$ cat config.mk
export PLATFORM = sky130hd
export DESIGN_NAME = rdt_controller
export DESIGN_NICKNAME = d
export VERILOG_FILES = /design/src/sv/rdt_pkg.sv /design/src/sv/rdt_controller.sv
export SDC_FILE = /design/constraint.sdc
export NUM_CORES = 1
export LEC_CHECK = 0
export ABC_AREA = 1
export BUFFER_PORTS_ARGS = -buffer_cell sky130_fd_sc_hd__buf_4
export CAP_MARGIN = 20
export CORE_AREA = 3 3 40 42
export CTS_CLUSTER_DIAMETER = 200
export DETAILED_ROUTE_END_ITERATION = 10
export DIE_AREA = 0 0 43 45
export PLACE_DENSITY_LB_ADDON = 0.08
export SYNTH_ARGS = -nofsm -noshare
export SYNTH_HDL_FRONTEND = slang
export SYNTH_SLANG_ARGS = --single-unit
$ cat constraint.sdc
create_clock -name clock -period 2.65 [get_ports clock]
set_clock_uncertainty 0.05 [all_clocks]
set_input_delay 0.3975 -clock clock [delete_from_list [all_inputs] [get_ports clock]]
set_output_delay 0.3975 -clock clock [all_outputs]
set_load 0.1 [all_outputs]
$ cat src/sv/rdt_pkg.sv
// ----------------------------------------------------------------------------
// rdt_pkg
// Shared types and constants for the row dependency table: request and
// response payloads, operation and status codes, controller state and the
// command/status groups between controller and datapath.
// ----------------------------------------------------------------------------
`default_nettype none

package rdt_pkg;

   // default sizing
   localparam int DEF_MAX_ROWS      = 256;
   localparam int DEF_SLOTS_PER_ROW = 16;

   // fixed field widths
   localparam int ROW_W    = 8;
   localparam int VALUE_W  = 9;
   localparam int COL_W    = 8;
   localparam int STATUS_W = 3;

   // reset value of the rows-in-use register
   localparam logic [VALUE_W-1:0] ROWS_IN_USE_RESET = 9'd256;

   typedef enum logic [1:0] {
      OP_SET_CAP = 2'd0,
      OP_INSERT  = 2'd1,
      OP_LIST    = 2'd2,
      OP_NONE    = 2'd3
   } op_type;

   typedef enum logic [STATUS_W-1:0] {
      RSP_SET       = 3'd0,
      RSP_INSERTED  = 3'd1,
      RSP_PRESENT   = 3'd2,
      RSP_FULL      = 3'd3,
      RSP_TOO_LARGE = 3'd4,
      RSP_BAD_ROW   = 3'd5,
      RSP_ENTRY     = 3'd6,
      RSP_EMPTY     = 3'd7
   } status_type;

   typedef struct packed {
      op_type             op;
      logic [ROW_W-1:0]   row;
      logic [VALUE_W-1:0] value;
   } req_payload_type;

   typedef struct packed {
      status_type       status;
      logic [COL_W-1:0] column;
      logic             last;
   } rsp_payload_type;

   typedef enum logic [2:0] {
      S_CLEAR = 3'd0,
      S_IDLE  = 3'd1,
      S_READ  = 3'd2,
      S_EVAL  = 3'd3,
      S_LIST  = 3'd4
   } state_type;

   // controller to datapath
   typedef struct packed {
      logic clear_step;
      logic capture;
      logic read;
      logic eval;
      logic list_step;
   } dp_cmd_type;

   // datapath to controller
   typedef struct packed {
      logic clear_done;
      logic out_free;
      logic list_needed;
      logic list_last;
   } dp_status_type;

endpackage

`default_nettype wire

$ cat src/sv/rdt_controller.sv
// ----------------------------------------------------------------------------
// rdt_controller
// Sequencer for the row dependency table: clearing pass after reset, then
// capture, row read, evaluate with write-back, and entry-by-entry listing.
// ----------------------------------------------------------------------------
`default_nettype none

module rdt_controller
   import rdt_pkg::*;
(
   input  wire logic          clock,
   input  wire logic          reset,
   input  wire logic          req_valid,
   output logic               req_stall,
   input  wire dp_status_type status,
   output dp_cmd_type         cmd
);

   state_type state_ff, state_in;

   // next state
   always_comb begin
      state_in = state_ff;
      case (state_ff)
         S_CLEAR: begin
            if (status.clear_done) state_in = S_IDLE;
         end
         S_IDLE: begin
            if (req_valid) state_in = S_READ;
         end
         S_READ: begin
            state_in = S_EVAL;
         end
         S_EVAL: begin
            if (status.out_free) state_in = status.list_needed ? S_LIST : S_IDLE;
         end
         S_LIST: begin
            if (status.out_free && status.list_last) state_in = S_IDLE;
         end
         default: begin
            state_in = S_CLEAR;
         end
      endcase
   end

   // commands
   always_comb begin
      cmd       = '0;
      req_stall = 1'b1;
      case (state_ff)
         S_CLEAR: begin
            cmd.clear_step = 1'b1;
         end
         S_IDLE: begin
            req_stall   = 1'b0;
            cmd.capture = req_valid;
         end
         S_READ: begin
            cmd.read = 1'b1;
         end
         S_EVAL: begin
            cmd.eval = status.out_free;
         end
         S_LIST: begin
            cmd.list_step = status.out_free;
         end
         default: begin
            cmd = '0;
         end
      endcase
   end

   // state register
   always_ff @(posedge clock) begin
      if (reset) begin
         state_ff <= S_CLEAR;
      end else begin
         state_ff <= state_in;
      end
   end

endmodule

`default_nettype wire

==> impl_metrics.yaml <==
clock_network:
  root_buffer: "clkbuf_4"
  holdBufCountCts: 0
  cts_max_path_buffers: 2
  cts_tree: "done"
  cts_sinks: 3
  postCtsSetupBuffers: 0
  insertion_delay_ns: 0.24
  cts_buffers: 3
  clk_pin_slew_ns: 0.04
  ctsResizeCount: 0
  cts_max_level: 1
sta:
  period_minus_slack_ns: 1.75
  period_share_pct: 65.9
  finalSetupTns_ns: 0
  setup_violations: 0
  slew_violations: 0
  max_freq_ghz: 0.572
  slew_headroom_pct: 81.4
  tightest_slew_ns: 0.279
  finalHoldViolCount: 0
  fin_ws_ns: 0.903
  rsz0062_at_grt: "no"
synthesis:
  synth_fp_nets: 50
  mappedNetlistArea_um2: 245
  syn_avg_cell_area_um2: 5.70
  syn_inst: 43
  ys_seq_area_share_pct: 24.5
  synth_cell_type_count: 13
  ys_warn_count: 0
  ys_seq_elements: 3
routing:
  wire_per_inst_um: 8.47
  antenna_left: 0
  via_per_inst: 4.04
  vias: 299
  drc: 0
  first_pass_iters: 2
  drt_iter0_drc: 4
  wl_um: 627
global_routing:
  grt_pass1_vias: 268
  antenna_found_initial: 0
  grt_pass1_wl_um: 1080
  grt_use_total_pct: 8.08
  grt_busiest_layer: "met2"
  use_met1_pct: 10.1
  met3_usage_pct: 3.59
  grt_max_degree: 8
  grt_overflow: 0
  gr-usage-met2_pct: 10.2
setup_path:
  cp-end-kind: "primary output"
  max_stage_delay_ns: 0.47
  path_max_fanout: 7
  slowest_stage: "dfxtp_1"
  arrival_ns: 1.30
  path_cells: "inv_2 -> nor3_2 -> buf_4"
  crit_type: "flop to primary output"
  crit_required_ns: 2.20
  cpLargestDelayFamily: "flip-flops"
  start_kind: "flop"
  cp_num_buf_inv: 2
run:
  max-cap-violations: 0
layout:
  n_fill_cell: 143
  n_antenna_cell: 0
  final_nets: 67
  seq_area_um2: 60.1
  regMostFlops: "state_ff"
  reg_top3: "state_ff (3)"
  multi_input_area_um2: 171
  largest_reg_flops: 3
  design_area_um2: 393
  layout-drive-gt1-share_pct: 44.1
  area_delta_synth_final_pct: 60.2
die:
  io_pins: 13
  die_area_mm2: 0.00194
  fp.coreArea_mm2: 0.00128
  die_h_um: 45
  rows: 13
  die_w_um: 43
  initial_core_util_pct: 19.1
placement:
  portBuffers: 12
  hpwl_um: 512
  placed_area_um2: 367
  gp_congestion: 0.685
  place_ws_ns: 1.14
hold_path:
  hold_class: "input pin to flop"
run_status:
  outcome: "finished, final reports clean"
[cell type report]
| type | instances | share of cell area, % |
|---|---|---|
| Multi-Input combinational cell | 33 | 43.6 |
| Sequential cell | 3 | 15.3 |
| Inverter | 7 | 6.69 |
| Tap cell | 15 | 4.78 |
| Timing Repair Buffer | 12 | 22.9 |
| Clock buffer | 4 | 6.69 |
[synthesized netlist by cell type (all sizes together)]
cell,number,area share (%)
nand2,12,20
nor2,11,22
inv,7,11
nand3,4,10
dfxtp,3,24
o21ai,3,6.1
nor3,2,4.1
a21oi,1,2.0
[kinds of logic after synthesis]
kind of cell | Yosys count | share of synthesized area [%]
and+or+nand+nor | 29 | 56.6
buffers and inverters | 7 | 10.7
DFF | 3 | 24.5
AOI/OAI and AO/OA | 4 | 8.16
[worst paths after layout]
check | slack, ns | endpoint | from | cells past startpoint
worst max-delay path | 0.90 | cmd[0] | state_ff[2] | 3
worst min-delay path | 0.37 | state_ff[1] | reset | 4
worst max register to register | 1.46 | state_ff[2] | state_ff[2] | 7
worst min register to register | 0.49 | state_ff[1] | state_ff[1] | 2
[stage by stage]
stage	instances	util (%)	hold WS, ns
after floorplan	43	-	0.462
after global placement	70	28.5	0.499
after detailed placement	70	28.5	0.492
after CTS	74	30.6	0.365
after global routing	74	30.6	0.386
final	74	30.6	0.373
[worst min-delay path: stages]
cell and delay, ns:
buf_4 0.07, inv_1 0.05, nand2_1 0.06, nor2_1 0.03
[routing by layer]
metal / up-vias / routed length [µm]
li1: 165 / -
met1: 126 / 296
met2: 8 / 278
met3: 0 / 51
met4: 0 / 0
met5: - / 0
[placed cells by master (no fill, tap or decap)]
cell type / n
nand3_1: 3
nor2_2: 3
inv_2: 2
dfxtp_1: 3
nor2_4: 1
o21ai_0: 3
nand3_2: 1
nor2_1: 7
buf_4: 12
a21oi_1: 1
nand2_2: 2
nand2_1: 10
nor3_2: 2
clkbuf_4: 3
clkbuf_1: 1
inv_1: 5
Power is left out: the tool's default activity adds up to more than one toggle a clock period on the data nets, which glitch-free logic cannot reach.
